`src/rtl/swfs_pkg.sv`:
```
// package: codes, types and constants of the stop-and-wait frame sender
`timescale 1ns / 1ps

package swfs_pkg;

  localparam logic [7:0] FlagByte  = 8'h7E;
  localparam logic [7:0] EscByte   = 8'h7D;
  localparam logic [7:0] EscXor    = 8'h20;
  localparam logic [7:0] AddrByte  = 8'h03;
  localparam logic [7:0] SeqCtrl   = 8'h40;
  localparam logic [7:0] BaseXor   = 8'h80;
  localparam logic [7:0] AckBits   = 8'h05;
  localparam logic [7:0] RejBits   = 8'h01;
  localparam logic [7:0] RetryRst  = 8'd3;
  localparam logic [7:0] TallyMax  = 8'hFF;

  localparam logic [7:0] TypeData  = 8'h01;
  localparam logic [7:0] TypeCtlA  = 8'h02;
  localparam logic [7:0] TypeCtlB  = 8'h03;

  // a data frame start with last set is longest: flag, 4 header bytes, check, flag
  localparam int MaxEntries = 7;
  localparam int CntW       = $clog2(MaxEntries);

  typedef enum logic [1:0] {
    CMD_PAYLOAD  = 2'd0,
    CMD_RESPONSE = 2'd1,
    CMD_TIMEOUT  = 2'd2,
    CMD_RESERVED = 2'd3
  } command_t;

  typedef enum logic [3:0] {
    ST_BYTE         = 4'd0,
    ST_ACKED        = 4'd1,
    ST_OTHER        = 4'd2,
    ST_REJ_RESEND   = 4'd3,
    ST_TMO_RESEND   = 4'd4,
    ST_TMO_FAIL     = 4'd5,
    ST_REJ_FAIL     = 4'd6,
    ST_IGNORED      = 4'd7,
    ST_BAD_TYPE     = 4'd8
  } status_t;

  typedef enum logic [1:0] {
    PH_IDLE    = 2'd0,
    PH_FRAME   = 2'd1,
    PH_WAIT    = 2'd2,
    PH_DISCARD = 2'd3
  } phase_t;

  typedef struct packed {
    logic [1:0] command;
    logic [7:0] data;
    logic       last;
  } in_item_t;

  // one buffered result; esc marks a byte between the flags
  typedef struct packed {
    logic [7:0] line_byte;
    logic       has_byte;
    status_t    status;
    logic       esc;
  } entry_t;

  typedef struct packed {
    entry_t [MaxEntries-1:0] ent;
    logic [CntW-1:0]         last_idx;
  } load_t;

endpackage

```
`src/rtl/swfs_if.sv`:
```
// channel interfaces: request input and result output
`timescale 1ns / 1ps

interface swfs_in_if;
  logic       valid;
  logic       ready;
  logic [1:0] command;
  logic [7:0] data;
  logic       last;

  modport source (output valid, command, data, last, input ready);
  modport sink (input valid, command, data, last, output ready);
endinterface

interface swfs_out_if;
  logic       valid;
  logic       ready;
  logic [7:0] out_byte;
  logic       has_byte;
  logic       end_of_run;
  logic [3:0] status;

  modport source (output valid, out_byte, has_byte, end_of_run, status, input ready);
  modport sink (input valid, out_byte, has_byte, end_of_run, status, output ready);
endinterface

```
`src/rtl/swfs_in_reg.sv`:
```
// input register stage holding one request
`timescale 1ns / 1ps

module swfs_in_reg (
  input  logic               clk,
  input  logic               rst_n,
  swfs_in_if.sink            in_ch,
  input  logic               take,
  output logic               item_valid,
  output swfs_pkg::in_item_t item
);
  import swfs_pkg::*;

  logic     valid_r;
  in_item_t item_r;

  assign in_ch.ready = !valid_r || take;
  assign item_valid  = valid_r;
  assign item        = item_r;

  always_ff @(posedge clk) begin
    if (!rst_n) begin
      valid_r <= 1'b0;
    end else if (in_ch.ready) begin
      valid_r <= in_ch.valid;
    end
  end

  always_ff @(posedge clk) begin
    if (in_ch.valid && in_ch.ready) begin
      item_r <= '{command: in_ch.command, data: in_ch.data, last: in_ch.last};
    end
  end

endmodule

```
`src/rtl/swfs_builder.sv`:
```
// protocol state and result list for one request
`timescale 1ns / 1ps

module swfs_builder (
  input  logic               clk,
  input  logic               rst_n,
  input  logic               cfg_we,
  input  logic [7:0]         cfg_wdata,
  input  logic               fire,
  input  swfs_pkg::in_item_t item,
  output swfs_pkg::load_t    load
);
  import swfs_pkg::*;

  logic       seq_r, seq_nxt;
  phase_t     phase_r, phase_nxt;
  logic       df_r, df_nxt;
  logic [7:0] acc_r, acc_nxt;
  logic [7:0] tt_r, tt_nxt;
  logic [7:0] rj_r, rj_nxt;
  logic [7:0] retries_r;

  logic [7:0] ctrl, base, acc_new, tt_inc, rj_inc;
  logic       good_type, is_cmd_payload, is_cmd_resp, is_cmd_tmo;
  logic       is_ack, is_rej;

  function automatic entry_t mk(logic [7:0] b, logic h, status_t s, logic e);
    entry_t r;
    r.line_byte = b;
    r.has_byte  = h;
    r.status    = s;
    r.esc       = e;
    return r;
  endfunction

  assign ctrl           = seq_r ? SeqCtrl : 8'h00;
  assign base           = {ctrl[6:0], 1'b0} ^ BaseXor;
  assign acc_new        = acc_r ^ item.data;
  assign tt_inc         = (tt_r == TallyMax) ? tt_r : tt_r + 8'd1;
  assign rj_inc         = (rj_r == TallyMax) ? rj_r : rj_r + 8'd1;
  assign good_type      = (item.data == TypeData) || (item.data == TypeCtlA) ||
                          (item.data == TypeCtlB);
  assign is_cmd_payload = (item.command == CMD_PAYLOAD);
  assign is_cmd_resp    = (item.command == CMD_RESPONSE);
  assign is_cmd_tmo     = (item.command == CMD_TIMEOUT);
  assign is_ack         = (item.data == (base | AckBits));
  assign is_rej         = (item.data == (base | RejBits));

  // next state
  always_comb begin
    seq_nxt   = seq_r;
    phase_nxt = phase_r;
    df_nxt    = df_r;
    acc_nxt   = acc_r;
    tt_nxt    = tt_r;
    rj_nxt    = rj_r;
    if (is_cmd_payload && phase_r == PH_IDLE) begin
      if (good_type) begin
        df_nxt    = (item.data == TypeData);
        acc_nxt   = item.data;
        phase_nxt = item.last ? PH_WAIT : PH_FRAME;
      end else begin
        phase_nxt = item.last ? PH_IDLE : PH_DISCARD;
      end
    end else if (is_cmd_payload && phase_r == PH_FRAME) begin
      acc_nxt = acc_new;
      if (item.last) phase_nxt = PH_WAIT;
    end else if (is_cmd_payload && phase_r == PH_DISCARD) begin
      if (item.last) phase_nxt = PH_IDLE;
    end else if ((is_cmd_resp || is_cmd_tmo) && phase_r == PH_WAIT) begin
      phase_nxt = PH_IDLE;
      if (is_cmd_resp && !is_rej) begin
        seq_nxt = !seq_r;
        tt_nxt  = '0;
        rj_nxt  = '0;
      end else begin
        if (is_cmd_tmo) tt_nxt = tt_inc;
        else            rj_nxt = rj_inc;
        if (tt_nxt >= retries_r || rj_nxt >= retries_r) begin
          tt_nxt = '0;
          rj_nxt = '0;
        end
      end
    end
  end

  // result list
  always_comb begin
    load.ent      = '{default: mk(8'h00, 1'b0, ST_IGNORED, 1'b0)};
    load.last_idx = '0;
    if (is_cmd_payload && phase_r == PH_IDLE) begin
      if (good_type) begin
        load.ent[0]   = mk(FlagByte, 1'b1, ST_BYTE, 1'b0);
        load.ent[1]   = mk(AddrByte, 1'b1, ST_BYTE, 1'b1);
        load.ent[2]   = mk(ctrl, 1'b1, ST_BYTE, 1'b1);
        load.ent[3]   = mk(AddrByte ^ ctrl, 1'b1, ST_BYTE, 1'b1);
        load.ent[4]   = mk(item.data, 1'b1, ST_BYTE, 1'b1);
        load.last_idx = CntW'(4);
        if (item.last) begin
          if (item.data == TypeData) begin
            load.ent[5]   = mk(item.data, 1'b1, ST_BYTE, 1'b1);
            load.ent[6]   = mk(FlagByte, 1'b1, ST_BYTE, 1'b0);
            load.last_idx = CntW'(6);
          end else begin
            load.ent[5]   = mk(FlagByte, 1'b1, ST_BYTE, 1'b0);
            load.last_idx = CntW'(5);
          end
        end
      end else begin
        load.ent[0] = mk(8'h00, 1'b0, ST_BAD_TYPE, 1'b0);
      end
    end else if (is_cmd_payload && phase_r == PH_FRAME) begin
      load.ent[0] = mk(item.data, 1'b1, ST_BYTE, 1'b1);
      if (item.last) begin
        if (df_r) begin
          load.ent[1]   = mk(acc_new, 1'b1, ST_BYTE, 1'b1);
          load.ent[2]   = mk(FlagByte, 1'b1, ST_BYTE, 1'b0);
          load.last_idx = CntW'(2);
        end else begin
          load.ent[1]   = mk(FlagByte, 1'b1, ST_BYTE, 1'b0);
          load.last_idx = CntW'(1);
        end
      end
    end else if (is_cmd_resp && phase_r == PH_WAIT) begin
      priority if (is_ack) begin
        load.ent[0] = mk(8'h00, 1'b0, ST_ACKED, 1'b0);
      end else if (is_rej) begin
        priority if (tt_r >= retries_r)   load.ent[0] = mk(8'h00, 1'b0, ST_TMO_FAIL, 1'b0);
        else if (rj_inc >= retries_r)     load.ent[0] = mk(8'h00, 1'b0, ST_REJ_FAIL, 1'b0);
        else                              load.ent[0] = mk(8'h00, 1'b0, ST_REJ_RESEND, 1'b0);
      end else begin
        load.ent[0] = mk(8'h00, 1'b0, ST_OTHER, 1'b0);
      end
    end else if (is_cmd_tmo && phase_r == PH_WAIT) begin
      priority if (tt_inc >= retries_r)  load.ent[0] = mk(8'h00, 1'b0, ST_TMO_FAIL, 1'b0);
      else if (rj_r >= retries_r)        load.ent[0] = mk(8'h00, 1'b0, ST_REJ_FAIL, 1'b0);
      else                               load.ent[0] = mk(8'h00, 1'b0, ST_TMO_RESEND, 1'b0);
    end
  end

  always_ff @(posedge clk) begin
    if (!rst_n) begin
      retries_r <= RetryRst;
    end else if (cfg_we) begin
      retries_r <= cfg_wdata;
    end
  end

  always_ff @(posedge clk) begin
    if (!rst_n) begin
      seq_r   <= 1'b1;
      phase_r <= PH_IDLE;
      df_r    <= 1'b0;
      acc_r   <= '0;
      tt_r    <= '0;
      rj_r    <= '0;
    end else if (fire) begin
      seq_r   <= seq_nxt;
      phase_r <= phase_nxt;
      df_r    <= df_nxt;
      acc_r   <= acc_nxt;
      tt_r    <= tt_nxt;
      rj_r    <= rj_nxt;
    end
  end

endmodule

```
`src/rtl/swfs_out_seq.sv`:
```
// result buffer and byte escaper on the output channel
`timescale 1ns / 1ps

module swfs_out_seq (
  input  logic            clk,
  input  logic            rst_n,
  input  logic            item_valid,
  input  swfs_pkg::load_t load,
  output logic            free,
  swfs_out_if.source      out_ch
);
  import swfs_pkg::*;

  entry_t          entries_r [MaxEntries];
  logic [CntW-1:0] last_idx_r;
  logic [CntW-1:0] idx_r;
  logic            busy_r;
  logic            half_r;

  entry_t cur;
  logic   needs_esc, first_half, fin, beat;

  assign cur        = entries_r[idx_r];
  assign needs_esc  = cur.esc && (cur.line_byte == FlagByte || cur.line_byte == EscByte);
  assign first_half = needs_esc && !half_r;
  assign fin        = (idx_r == last_idx_r) && !first_half;
  assign beat       = out_ch.valid && out_ch.ready;
  assign free       = !busy_r || (beat && fin);

  assign out_ch.valid      = busy_r;
  assign out_ch.out_byte   = first_half ? EscByte :
                             (needs_esc ? (cur.line_byte ^ EscXor) : cur.line_byte);
  assign out_ch.has_byte   = cur.has_byte;
  assign out_ch.end_of_run = fin;
  assign out_ch.status     = cur.status;

  always_ff @(posedge clk) begin
    if (!rst_n) begin
      busy_r <= 1'b0;
      half_r <= 1'b0;
      idx_r  <= '0;
    end else if (free) begin
      busy_r <= item_valid;
      half_r <= 1'b0;
      idx_r  <= '0;
    end else if (beat) begin
      if (first_half) begin
        half_r <= 1'b1;
      end else begin
        half_r <= 1'b0;
        idx_r  <= idx_r + CntW'(1);
      end
    end
  end

  always_ff @(posedge clk) begin
    if (free && item_valid) begin
      for (int i = 0; i < MaxEntries; i++) begin
        entries_r[i] <= load.ent[i];
      end
      last_idx_r <= load.last_idx;
    end
  end

endmodule

```
`src/rtl/stop_and_wait_frame_sender_core.sv`:
```
// top level of the stop-and-wait frame sender
//
//   channel   dir  handshake            contents
//   in_ch     in   valid/ready          command, data, last
//   out_ch    out  valid/ready          out_byte, has_byte, end_of_run, status
//   cfg       in   cfg_we, no stall     cfg_wdata -> max_retries
//
// a request waits in the input register; output beats leave one per cycle unless stalled
// a request's result list holds 1 entry for a response or timeout,
// up to 7 for a one-byte data frame (flag, four header bytes, check, flag);
// an escaped payload or check byte takes two beats of the escaper
// the next request is taken in the cycle the last beat of the previous one is taken
// synchronous active-low reset: seq set, phase and tallies cleared, retry limit to 3
// a stalled output holds its beat and backs up into the input register
`timescale 1ns / 1ps

module stop_and_wait_frame_sender_core (
  input  logic       clk,
  input  logic       rst_n,
  swfs_in_if.sink    in_ch,
  swfs_out_if.source out_ch,
  input  logic       cfg_we,
  input  logic [7:0] cfg_wdata
);
  import swfs_pkg::*;

  // request held in the input register
  logic     item_valid;
  in_item_t item;
  // output buffer can take a new result list
  logic     free;
  load_t    load;

  swfs_in_reg u_in_reg (
    .clk        (clk),
    .rst_n      (rst_n),
    .in_ch      (in_ch),
    .take       (free),
    .item_valid (item_valid),
    .item       (item)
  );

  // framing and retry state advance when a request moves into the buffer
  swfs_builder u_builder (
    .clk       (clk),
    .rst_n     (rst_n),
    .cfg_we    (cfg_we),
    .cfg_wdata (cfg_wdata),
    .fire      (item_valid && free),
    .item      (item),
    .load      (load)
  );

  // result list drained beat by beat, escape bytes inserted on the fly
  swfs_out_seq u_out_seq (
    .clk        (clk),
    .rst_n      (rst_n),
    .item_valid (item_valid),
    .load       (load),
    .free       (free),
    .out_ch     (out_ch)
  );

endmodule
```
`src/flat_wrapper.sv`:
```
// flat-port wrapper written by rule: the top's interface ports become plain ports
module stop_and_wait_frame_sender_core_flat import swfs_pkg::*;
  (clk, rst_n, cfg_we, cfg_wdata, in_ch_valid, in_ch_command, in_ch_data, in_ch_last, in_ch_ready, out_ch_valid, out_ch_out_byte, out_ch_has_byte, out_ch_end_of_run, out_ch_status, out_ch_ready);
  swfs_in_if in_ch_i ();
  swfs_out_if out_ch_i ();
  input  logic clk;
  input  logic rst_n;
  input  logic cfg_we;
  input  logic [7:0] cfg_wdata;
  input wire logic [$bits(in_ch_i.valid)-1:0] in_ch_valid;
  input wire logic [$bits(in_ch_i.command)-1:0] in_ch_command;
  input wire logic [$bits(in_ch_i.data)-1:0] in_ch_data;
  input wire logic [$bits(in_ch_i.last)-1:0] in_ch_last;
  output wire logic [$bits(in_ch_i.ready)-1:0] in_ch_ready;
  output wire logic [$bits(out_ch_i.valid)-1:0] out_ch_valid;
  output wire logic [$bits(out_ch_i.out_byte)-1:0] out_ch_out_byte;
  output wire logic [$bits(out_ch_i.has_byte)-1:0] out_ch_has_byte;
  output wire logic [$bits(out_ch_i.end_of_run)-1:0] out_ch_end_of_run;
  output wire logic [$bits(out_ch_i.status)-1:0] out_ch_status;
  input wire logic [$bits(out_ch_i.ready)-1:0] out_ch_ready;
  assign in_ch_i.valid = in_ch_valid;
  assign in_ch_i.command = in_ch_command;
  assign in_ch_i.data = in_ch_data;
  assign in_ch_i.last = in_ch_last;
  assign in_ch_ready = in_ch_i.ready;
  assign out_ch_valid = out_ch_i.valid;
  assign out_ch_out_byte = out_ch_i.out_byte;
  assign out_ch_has_byte = out_ch_i.has_byte;
  assign out_ch_end_of_run = out_ch_i.end_of_run;
  assign out_ch_status = out_ch_i.status;
  assign out_ch_i.ready = out_ch_ready;
  stop_and_wait_frame_sender_core u_core (.clk(clk), .rst_n(rst_n), .in_ch(in_ch_i), .out_ch(out_ch_i), .cfg_we(cfg_we), .cfg_wdata(cfg_wdata));
endmodule
```
`config.mk`:
```
export PLATFORM = sky130hd
export DESIGN_NAME = stop_and_wait_frame_sender_core_flat
export DESIGN_NICKNAME = d
export VERILOG_FILES = /design/src/rtl/swfs_pkg.sv /design/src/rtl/swfs_if.sv /design/src/rtl/swfs_in_reg.sv /design/src/rtl/swfs_builder.sv /design/src/rtl/swfs_out_seq.sv /design/src/rtl/stop_and_wait_frame_sender_core.sv /design/src/flat_wrapper.sv
export SDC_FILE = /design/constraint.sdc
export NUM_CORES = 1
export LEC_CHECK = 0
export BUFFER_PORTS_ARGS = -buffer_cell sky130_fd_sc_hd__buf_2
export CAP_MARGIN = 25
export CORE_MARGIN = 3
export CORE_UTILIZATION = 55
export CTS_CLUSTER_DIAMETER = 80
export DETAILED_ROUTE_END_ITERATION = 16
export HOLD_SLACK_MARGIN = 0.06
export PLACE_DENSITY = 0.82
export SLEW_MARGIN = 0
export SYNTH_ARGS = -nofsm -noshare
export SYNTH_HDL_FRONTEND = slang
export SYNTH_SLANG_ARGS = --single-unit
```
`constraint.sdc`:
```
create_clock -name clk -period 5.1 [get_ports clk]
set_clock_uncertainty 0.1 [all_clocks]
set_input_delay 1.02 -clock clk [delete_from_list [all_inputs] [get_ports clk]]
set_output_delay 1.02 -clock clk [all_outputs]
set_load 0.02 [all_outputs]
```
* After elaboration in Yosys (flattened, before gate mapping)
Memories as Yosys holds them, arrays and structs flattened. A register that Yosys moved wholly into a read port is not among the register bits. Index checks and enable logic that the tools add are counted.
Storage, ports and cells: register bits 56, input port bits 24, output and inout bits 16, bits in writable memories 98, word-level logic and storage cells 154, memories kept 1
Memory list:
- u_core.u_out_seq.entries_r | depth 7, bits a word 14, read ports 1, clocked after Yosys merged registers in 1, write ports 7, line swfs_out_seq.sv:14 | entry_t entries_r [MaxEntries];
Cells by class: reductions and logical operators 38, equal/unequal tests 18, add/subtract/negate cells 3, muxes and demuxes 64, magnitude comparators 6, bitwise operators 9
Operators by type and width (count):
- 2-to-1 mux 8 bit | 22
- 2-to-1 mux 14 bit | 6
- 2-to-1 mux 28 bit | 3
- 2-to-1 mux 84 bit | 1
- 2-to-1 mux 56 bit | 1
- greater-or-equal comparator 8 bit | 6
- 2-to-1 mux 45 bit | 1
- 2-to-1 mux 13 bit | 3
- 2-to-1 mux 2 bit | 13
- 2-to-1 mux 3 bit | 7
- adder 8 x 1 -> 8 bit, second input constant | 2
- equality test 8 x 2 -> 1 bit, second input constant | 2
- equality test 8 x 7 -> 1 bit, second input constant | 2
- equality test 8 bit | 2
- equality test 8 bit, second input constant | 2
- logical AND 1 bit | 14
- equality test 8 x 1 -> 1 bit, second input constant | 1
- 2-to-1 mux 4 bit | 2
- XOR 8 bit | 1
- logical OR 1 bit | 7
- 2-to-1 mux 7 bit | 1
- NOT 1 bit | 7
- equality test 2 bit, second input constant | 3
- zero test 1 bit | 6
- other kinds (17) | 23

* Logic depth before layout (Yosys ltp)
Gate-level depths: netlist of run 1.
word-level depth 14, mapped depth 18, mapped depth without buffers 16

* By module
Synthesis of run 1 repeated with hierarchy kept, for this count alone.
Second synthesis, totals: cells, all modules 797, area total of the unflattened synthesis 8982.4 um2
By module, submodules not included:
- swfs_out_seq | cells each 245, sequential area each 3193.1 um2, area each 4458.0 um2, times used 1
- swfs_builder | cells each 535, sequential area each 720.7 um2, area each 4130.2 um2, times used 1
- swfs_in_reg | cells each 16, sequential area each 350.3 um2, area each 387.9 um2, times used 1
- stop_and_wait_frame_sender_core | cells each 1, sequential area each 0.0 um2, area each 6.3 um2, times used 1

* Worst setup path after synthesis of run 1
Ideal clock, no wire load.
path kind flip-flop to flip-flop, from reg (tool-made name), to reg u_core.u_builder.acc_r[0], path buffers 1, library setup time 0.082 ns, required time 4.918 ns, cell stages (with the launch flop) 11, arrival 3.405 ns, slack 1.513 ns, period minus slack after synthesis 3.587 ns, path through dfxtp_1 > buf_6 > mux2i_1 > nor2_1 > a211oi_1 > mux2_2 > nand4b_4 > a31oi_1 > inv_1 > nand2_1 > o211ai_1
RTL lines:
- end signal: assignment | line swfs_builder.sv:161 | acc_r <= acc_nxt;
- end: declaration | line swfs_builder.sv:18 | logic [7:0] acc_r, acc_nxt;

==> flow_summary.toml, run 1 <==
[sta]
fmax_mhz = 220
setup_violations = 0
fin_ws_ps = 558
period_minus_slack_ps = 4540
hold_viol_final = 0
slew_headroom_pct = 44.6
tns_ps = 0
drv_slew = 0
min_period_over_period_pct = 89.1
tightest_slew_ps = 831
rsz0062_at_grt = "false"

[final_layout]
post-route-util_pct = 62.1
area_growth_pct = 9.02
register_area_mm2 = 0.00285
diodes = 0
fillCellCount = 900
multiInputGateArea_mm2 = 0.00351
drive_above_1_share_pct = 12.9
fin_nets = 746

[yosys]
ys_seq_elements = 110
synth_compound_area_share_pct = 14.9
synth_fa_ha_area_share_pct = 10.3
yosysUniqueCellTypes = 64
async_flop_share_pct = 0
synth_cells = 638
synth-simple-area-share_pct = 17.0
yosysWarnings = 0
synth_area_mm2 = 0.00659
synth_xor_area_share_pct = 3.72
syn_avg_cell_area_um2 = 10.3
yosysTopAreaCell = "edfxtp_1"
synth_top_area_share_pct = 29.6
synth_mux_area_share_pct = 6.95
synth_top_family_by_area = "simple AND/OR/NAND/NOR gates"
synth_enable_flop_cells = 65
seq_area_frac_synth_pct = 43.3
synth_flop_cell = "edfxtp_1"
synth_area_leaders = "edfxtp_1, dfxtp_1, ha_1, mux2i_1, xnor2_1"

[route]
vias_per_cell = 6.25
drc = 0
firstDrtPassIters = 5
vias = 5097
drt_iter0_markers = 576
ant_nets = 0
wire_per_inst_um = 18.1
wl_um = 14800

[floorplan]
die_h_um = 115
start_util_pct = 57.0
ioPinCount = 40
dieArea_mm2 = 0.0133
die_x_um = 115
fp-row-count = 39
coreArea_mm2 = 0.0116

[place]
routabilityCongestion = 0.890
dp_slack_ps = 975
hpwl_um = 10700
portBuffers = 39

[setup_path]
reg2regPathDepth = 15
rr_startpoint = "u_core.u_builder.tt_r[0]"
path_max_fanout = 18
required_ps = 3980
r2r_setup_slack_ps = 960
crit_end = "in_ch_ready"
end_kind = "output port"
cp.arrival_ps = 3420
critical_path_class = "register to output port"
start_kind = "register"
r2r-end = "u_core.u_builder.tt_r[7]"

[cts]
cts_hold_buf = 0
cts_setup_buffers = 0
cts_max_path_buffers = 2
cts_inserted_buffers = 9
cts.clk_slew.worst_paths_ps = 70
cts_resized = 0
cts.root.buffer_cell = "clkbuf_16"
cts.sinks = 110
tritoncts = "done"
clock_latency_ps = 350
cts_htree_levels = 3

[pwr]
cellPowerDensity_mw_per_mm2 = 259
peakVddDrop_uv = 159
p_leak_uw = 0.00293

[grt]
overflow = 0
grt_max_degree = 61
grt_pass1_wl_um = 24300
grt_use_total_pct = 23.0
antenna_found_initial = 0
grt_pass1_vias = 4847

[run]
maxCapViolCount = 0

[run_status]
outcome = "finished, final reports clean"

[min_path]
holdCritPathClass = "register to register"
-- layout by cell type (no fill, tap or decap), types with 3 or more instances in the layout --
cell type	instances
o22ai_1	4
o211ai_1	10
nor3_1	6
o221ai_1	4
a31oi_1	3
nand2b_1	14
o311ai_0	8
and2_1	9
a211oi_1	4
inv_1	22
nand3_1	26
a21boi_0	3
edfxtp_1	65
nand3b_1	8
o21a_1	12
nor2b_1	19
clkbuf_16	9
dfxtp_1	45
mux2_2	11
nor2_1	39
o21ai_0	25
a21oi_1	21
and3_1	21
a32o_1	14
ha_1	54
a211o_1	4
conb_1	7
a21o_1	8
o31ai_1	3
buf_2	39
buf_4	9
nand4_1	13
nand2_1	35
xor2_1	8
xnor2_1	20
mux2i_1	30
-- power breakdown --
part / switching, uW / leakage [uW] / total, uW / internal (uW)
Clock: 320 / 0.000141 / 705 / 384
Sequential: 25.4 / 0.000974 / 998 / 972
Combinational: 100 / 0.00182 / 162 / 61.6
Total: 446 / 0.00293 / 1860 / 1420
-- how the worst min path moves through the flow --
stage,start,to,slack (ps),cells past startpoint
2_1_floorplan,u_core.u_out_seq.half_r,u_core.u_out_seq.half_r,370,2
3_3_place_gp,u_core.u_out_seq.half_r,u_core.u_out_seq.half_r,390,2
3_5_place_dp,u_core.u_out_seq.half_r,u_core.u_out_seq.half_r,410,2
4_1_cts,u_core.u_out_seq.half_r,u_core.u_out_seq.half_r,420,2
5_1_grt,u_core.u_builder.retries_r[4],u_core.u_builder.retries_r[4],450,2
6_report,u_core.u_out_seq.half_r,u_core.u_out_seq.half_r,420,2
-- sequential cells by signal (all words and copies together) (netlist names), 2 cells and up, named ones only --
name,flops
u_core.u_builder.acc_r,8
u_core.u_builder.phase_r,2
u_core.u_builder.retries_r,8
u_core.u_builder.rj_r,8
u_core.u_builder.tt_r,8
u_core.u_in_reg.item,11
u_core.u_out_seq.entries_r,52
u_core.u_out_seq.idx_r,3
u_core.u_out_seq.last_idx_r,2
-- Yosys cell counts, types with 3 or more instances --
library cell / instances
a21boi_0: 3
a21oi_1: 21
nand2b_1: 14
edfxtp_1: 65
nand3b_1: 8
mux2i_1: 30
xor2_1: 8
o211ai_1: 10
o21ai_0: 25
a31oi_1: 3
o22ai_1: 4
nor3_1: 6
buf_6: 3
nand2_1: 35
a21o_1: 8
mux2_2: 11
o221ai_1: 4
nand4_1: 13
o31ai_1: 3
a211oi_1: 4
xnor2_1: 20
o21a_1: 12
nand3_1: 26
nor2_1: 39
and3_1: 21
ha_1: 54
nor2b_1: 19
and2_1: 9
dfxtp_1: 45
a211o_1: 4
a32o_1: 14
buf_2: 7
clkbuf_1: 25
inv_1: 23
o311ai_0: 8
-- area by class of cell --
type	instances	share of cell area (%)
Clock buffer	11	3.24
Clock inverter	5	0.836
Inverter	24	1.25
Multi-Input combinational cell	475	48.8
Sequential cell	110	39.7
Tap cell	143	2.49
Timing Repair Buffer	48	3.66
-- worst max-delay path, stage by stage, from the launching register on --
cell and delay, ps:
dfxtp_1 870, buf_4 380, mux2i_1 110, o22ai_1 170
a31oi_1 110, nor4b_4 450, nand4b_4 210, and2_1 230
a21boi_2 160, buf_4 170, nand2_1 50, buf_2 160
-- layer usage --
| layer | up-vias | global-route usage [%] | part of all wire (%) | routed length (um) |
|---|---|---|---|---|
| met4 | 0 | 7.20 | 1.6 | 238 |
| met1 | 2431 | 34.2 | 47 | 6970 |
| met5 | - | 0 | 0 | 0 |
| met2 | 208 | 34.5 | 45 | 6590 |
| met3 | 26 | 3.71 | 6.8 | 1000 |
| li1 | 2432 | - | - | - |
-- metrics by stage --
step | power (uW) | hold WS (ps) | area [um^2] | cells
after CTS | 1870 | 419 | 7190 | 816
after global placement | 1170 | 391 | 6890 | 800
final | 1860 | 425 | 7190 | 816
after floorplan | 1120 | 367 | 6610 | 644
after global routing | 1930 | 446 | 7190 | 816
after detailed placement | 1180 | 409 | 6890 | 800
-- kinds of logic after synthesis --
| logic type | count (synthesis) |
|---|---|
| other | 1 |
| xor gates and xnor gates | 28 |
| adders and majority gates | 54 |
| DFF | 110 |
| muxes | 43 |
| and+or+nand+nor | 205 |
| buffers and inverters | 59 |
| AOI/OAI and AO/OA | 138 |
(Power assumes the default switching activity.)
==> inputs of run 2 (changes only) <==
Settings changed: ABC_AREA set to 1, CTS_CLUSTER_DIAMETER 80 to 30.
==> flow_summary.toml, run 2 <==
[run_status]
outcome = "finished, final reports clean"

[floorplan]
dieArea_mm2 = 0.0138
fp-row-count = 40
die_h_um = 117
coreArea_mm2 = 0.0121
start_util_pct = 56.6
ioPinCount = 40
die_x_um = 117

[cts]
cts_max_path_buffers = 2
cts_setup_buffers = 0
cts.root.buffer_cell = "clkbuf_16"
cts.sinks = 110
cts_inserted_buffers = 9
tritoncts = "done"
cts.clk_slew.worst_paths_ps = 70
cts_htree_levels = 3
cts_hold_buf = 0
cts_resized = 0
clock_latency_ps = 360

[yosys]
synth_enable_flop_cells = 65
yosysUniqueCellTypes = 41
synth_most_common_cell = "nand2_1"
synth_flop_cell = "edfxtp_1"
synth_area_mm2 = 0.00682
synth_top_area_share_pct = 28.6
syn_avg_cell_area_um2 = 7.65
yosysTopAreaCell = "edfxtp_1"
synth_area_leaders = "edfxtp_1, dfxtp_1, nand2_1, ha_1, inv_1"
ys_seq_elements = 110
synthTopCellsByCount = "nand2_1, inv_1, nor2_1"
yosysWarnings = 0
async_flop_share_pct = 0
synth_cells = 892
seq_area_frac_synth_pct = 41.8

[final_layout]
fin_nets = 1007
fin_cells = 1102
final_common_cell = "nand2_1"
fillCellCount = 1045
largest_register = "u_core.u_out_seq.entries_r"
diodes = 0
final_cell_mix = "nand2_1, inv_1, nor2_1"
largest_reg_flops = 52
area_growth_pct = 8.62
drive_above_1_share_pct = 8.24

[route]
drt_iter0_markers = 595
wire_per_inst_um = 13.7
wl_met3_um = 958
wl_um = 15100
vias = 5786
highest_layer = "met4"
drc = 0
firstDrtPassIters = 5
dr_wl_met2_um = 6500
vias_per_cell = 5.25
drt-met1-wl_um = 7190
ant_nets = 0

[pwr]
pwr-share-comb_pct = 11.5
pwr-share-clk_pct = 35.2
pwr-share-seq_pct = 53.3
p_switching_uw = 486
peakVddDrop_uv = 168
p_int_uw = 1370
switching_share_pct = 26.2
p_leak_uw = 0.00342
cellPowerDensity_mw_per_mm2 = 250

[grt]
overflow = 0
grt_pass1_vias = 5400
grt_use_total_pct = 22.5
grt_pass1_wl_um = 25400
grt_max_degree = 36
antenna_found_initial = 0

[min_path]
holdCritPathClass = "register to register"

[run]
maxCapViolCount = 0

[sta]
setup_violations = 0
drv_slew = 0
holdWs_ps = 378
slew_headroom_pct = 61.0
tightest_slew_ps = 586
tns_ps = 0
min_period_over_period_pct = 80.0
rsz0062_at_grt = "false"
hold_viol_final = 0
period_minus_slack_ps = 4080
fmax_mhz = 245

[setup_path]
critical_path_class = "register to output port"
critical_path.max_stage_delay_ps = 610
required_ps = 3980
worst_path_max_delay_cell = "dfxtp_1"
cp_common_cell = "nand2_1"
path_cells = "buf_4 -> inv_2 -> nand2_1 -> nor2_1 -> nor2_2 -> nand3_1 -> nand2_1 -> nor2_2 -> nand4_2 -> nand3_2 -> nand2_2 -> inv_1 -> nand2_1 -> buf_2"
cp.arrival_ps = 2960
start_kind = "register"
path_max_fanout = 22
end_kind = "output port"

[place]
routabilityCongestion = 0.908
portBuffers = 39
dp_cells = 1086
hpwl_um = 11300
[run 2: cell types whose count changed after synthesis, sizes merged, moves of 22 or more]
cell / change
nand2: +196
inv: +107
nor2: +67
o21ai: +33
nand3: +32
a21oi: +30
mux2i: -30
and3: -22
[run 2: power by group through the flow]
| stage | combinational, uW | clock [uW] | sequential [uW] |
|---|---|---|---|
| CTS | 210 | 664 | 988 |
| global placement | 204 | 0 | 1010 |
| global route | 241 | 695 | 991 |
| finish | 212 | 653 | 989 |
| detailed placement | 209 | 0 | 1010 |
| floorplan | 150 | 0 | 1000 |
[run 2: stage by stage]
stage / power (uW) / cell area, um^2 / util (%) / setup slack (ps)
6_report: 1850 / 7410 / 61.5 / 1020
4_1_cts: 1860 / 7410 / 61.5 / 1060
3_5_place_dp: 1220 / 7150 / 59.2 / 1480
5_1_grt: 1930 / 7410 / 61.5 / 747
3_3_place_gp: 1210 / 7150 / 59.2 / 1480
2_1_floorplan: 1150 / 6850 / - / 1960
[run 2: final cells by class]
class	count	area, um^2	share of cell area [%]
multi-input combinational	632	3360	45.3
sequential	110	2850	38.5
tap	168	210	2.84
clock buffer	10	229	3.09
timing repair buffer	43	225	3.04
inverter	133	499	6.74
clock inverter	6	37.5	0.506
[run 2: cells by family after synthesis]
logic type	count (synthesis)	share of synthesized area, %
xor+xnor	17	2.18
buf+inv	156	9.31
simple gates	423	26.2
other cells	1	0.0550
fa+ha+maj	54	9.90
flops	110	41.8
compound gates	131	10.5
[run 2: routing by layer]
metal	track usage, %	up-vias
met4	10.9	0
met2	34.1	196
met5	0	-
met1	31.3	2565
li1	-	2992
met3	3.91	33
[run 2: worst paths after layout]
path | startpoint | to | slack [ps] | cells past startpoint
worst min-delay path | u_core.u_builder.acc_r[2] | u_core.u_builder.acc_r[2] | 380 | 2
worst min register to register | u_core.u_builder.acc_r[2] | u_core.u_builder.acc_r[2] | 380 | 2
worst max-delay path | register | in_ch_ready | 1020 | 14
worst max register to register | u_core.u_builder.tt_r[1] | u_core.u_builder.tt_r[6] | 1480 | 20
[run 2: worst max-delay path: cells and delay by family, from the launching register on]
kind	cells	cell delay [ps]
DFF	1	610
buffers and inverters	4	790
and+or+nand+nor	10	1200
==> inputs of run 3 (changes only) <==
Settings changed: PLACE_DENSITY 0.82 to 0.85.
Clock period 5.1 ns to 3.7 ns, I/O delays scaled along.
==> flow_summary.toml, run 3 (synthesis gave the netlist of run 2 again) <==
[final_layout]
final_cell_mix = "nand2_1, inv_1, nor2_1"
area_growth_pct = 9.31
drive_above_1_share_pct = 8.97
fin_nets = 1009
final_common_cell = "nand2_1"
largest_reg_flops = 52
diodes = 0
stdcell_area_mm2 = 0.00746
largest_register = "u_core.u_out_seq.entries_r"
fillCellCount = 1045

[pwr]
switching_share_pct = 26.9
pwr-share-clk_pct = 36.2
p_switching_uw = 700
p_leak_uw = 0.00344
cellPowerDensity_mw_per_mm2 = 349
p_int_uw = 1910
pwr-share-comb_pct = 11.5
peakVddDrop_uv = 188
pwr-share-seq_pct = 52.3

[sta]
min_period_over_period_pct = 92.7
rsz0062_at_grt = "false"
slew_headroom_pct = 60.1
hold_viol_final = 0
tightest_slew_ps = 595
drv_slew = 0
fmax_mhz = 291
setup_violations = 0
tns_ps = 0
period_minus_slack_ps = 3430

[setup_path]
crit_end = "in_ch_ready"
required_ps = 2860
reg2regPathDepth = 20
cp.arrival_ps = 2590
r2r_setup_slack_ps = 310
path_max_fanout = 10
rr_startpoint = "u_core.u_builder.tt_r[1]"
r2r-end = "u_core.u_builder.tt_r[7]"
end_kind = "output port"
start_kind = "register"
critical_path_class = "register to output port"

[grt]
grt_pass1_vias = 5321
gr-usage-met1_pct = 30.2
grt_max_degree = 42
overflow = 0
antenna_found_initial = 0
grt_use_total_pct = 22.5
grt_pass1_wl_um = 25600
use_met3_pct = 4.24
grt_busiest_layer = "met2"
grt_use_met2_pct = 36.2

[route]
firstDrtPassIters = 5
vias_per_cell = 5.34
vias = 5899
wire_per_inst_um = 13.9
drt_iter0_markers = 670
wl_um = 15400
drc = 0
ant_nets = 0

[run]
maxCapViolCount = 0

[cts]
clock_latency_ps = 350
cts_max_path_buffers = 2
cts.root.buffer_cell = "clkbuf_16"
tritoncts = "done"
cts.clk_slew.worst_paths_ps = 70
cts_setup_buffers = 0
cts.sinks = 110
cts_htree_levels = 3
cts_inserted_buffers = 9

[place]
portBuffers = 39
routabilityCongestion = 0.934
hpwl_um = 11200
post_dp_cell_area_mm2 = 0.00716

[run_status]
outcome = "finished, final reports clean"

[floorplan]
start_util_pct = 56.6
die_h_um = 117
ioPinCount = 40
fp-row-count = 40
coreArea_mm2 = 0.0121
dieArea_mm2 = 0.0138
die_x_um = 117

[min_path]
holdCritPathClass = "register to register"
[run 3: what timing repair did]
action / CTS / global route
hold buffers: 0 / 0
endpoints found under the setup margin: 0 / 18
gates resized for setup: 0 / 2
[run 3: worst min path at each step]
stage | slack, ps | from | cells after the start | endpoint
global placement | 360 | u_core.u_builder.acc_r[2] | 2 | u_core.u_builder.acc_r[2]
detailed placement | 370 | u_core.u_builder.acc_r[4] | 2 | u_core.u_builder.acc_r[4]
finish | 380 | u_core.u_builder.acc_r[2] | 2 | u_core.u_builder.acc_r[2]
CTS | 380 | u_core.u_builder.acc_r[4] | 2 | u_core.u_builder.acc_r[4]
global route | 390 | u_core.u_builder.acc_r[3] | 2 | u_core.u_builder.acc_r[3]
floorplan | 360 | u_core.u_builder.acc_r[1] | 2 | u_core.u_builder.acc_r[1]
[run 3: cell type report]
type,count,area (um^2),share of cell area [%]
Multi-Input combinational cell,632,3360,45.1
Sequential cell,110,2850,38.3
Inverter,133,499,6.69
Timing Repair Buffer,45,240,3.22
Clock buffer,9,225,3.02
Tap cell,168,210,2.82
Clock inverter,7,67.6,0.906
[run 3: worst max-delay path: stages (launching register included)]
cell     delay, ps
dfxtp_1        650
inv_2          120
nor2_4         210
nand2_1         80
nand3_1         60
nor2_1          60
nor2_1         190
nand4_2        170
nand3_2        180
nand2_2        120
inv_1          100
nand2_1        100
buf_2          180
[run 3: layer usage]
metal | vias up | wire length [um]
met3 | 31 | 1120
met5 | - | 0
met1 | 2647 | 6770
met4 | 0 | 385
met2 | 228 | 7090
li1 | 2993 | -
[run 3: metrics by stage]
stage	cells	utilization [%]	setup slack, ps	hold WS, ps	power [uW]
after global placement	1088	59.4	423	365	1670
after CTS	1104	61.8	108	380	2610
after floorplan	898	-	562	357	1590
after detailed placement	1088	59.4	362	369	1680
after global routing	1104	61.8	16.4	395	2710
final	1104	61.8	269	377	2610
[run 3: power groups by stage]
stage               Combinational (uW)  Clock, uW  Sequential [uW]
finish                             299        943             1360
global route                       338       1010             1370
CTS                                295        955             1360
detailed placement                 291          0             1390
global placement                   285          0             1390
floorplan                          206          0             1380
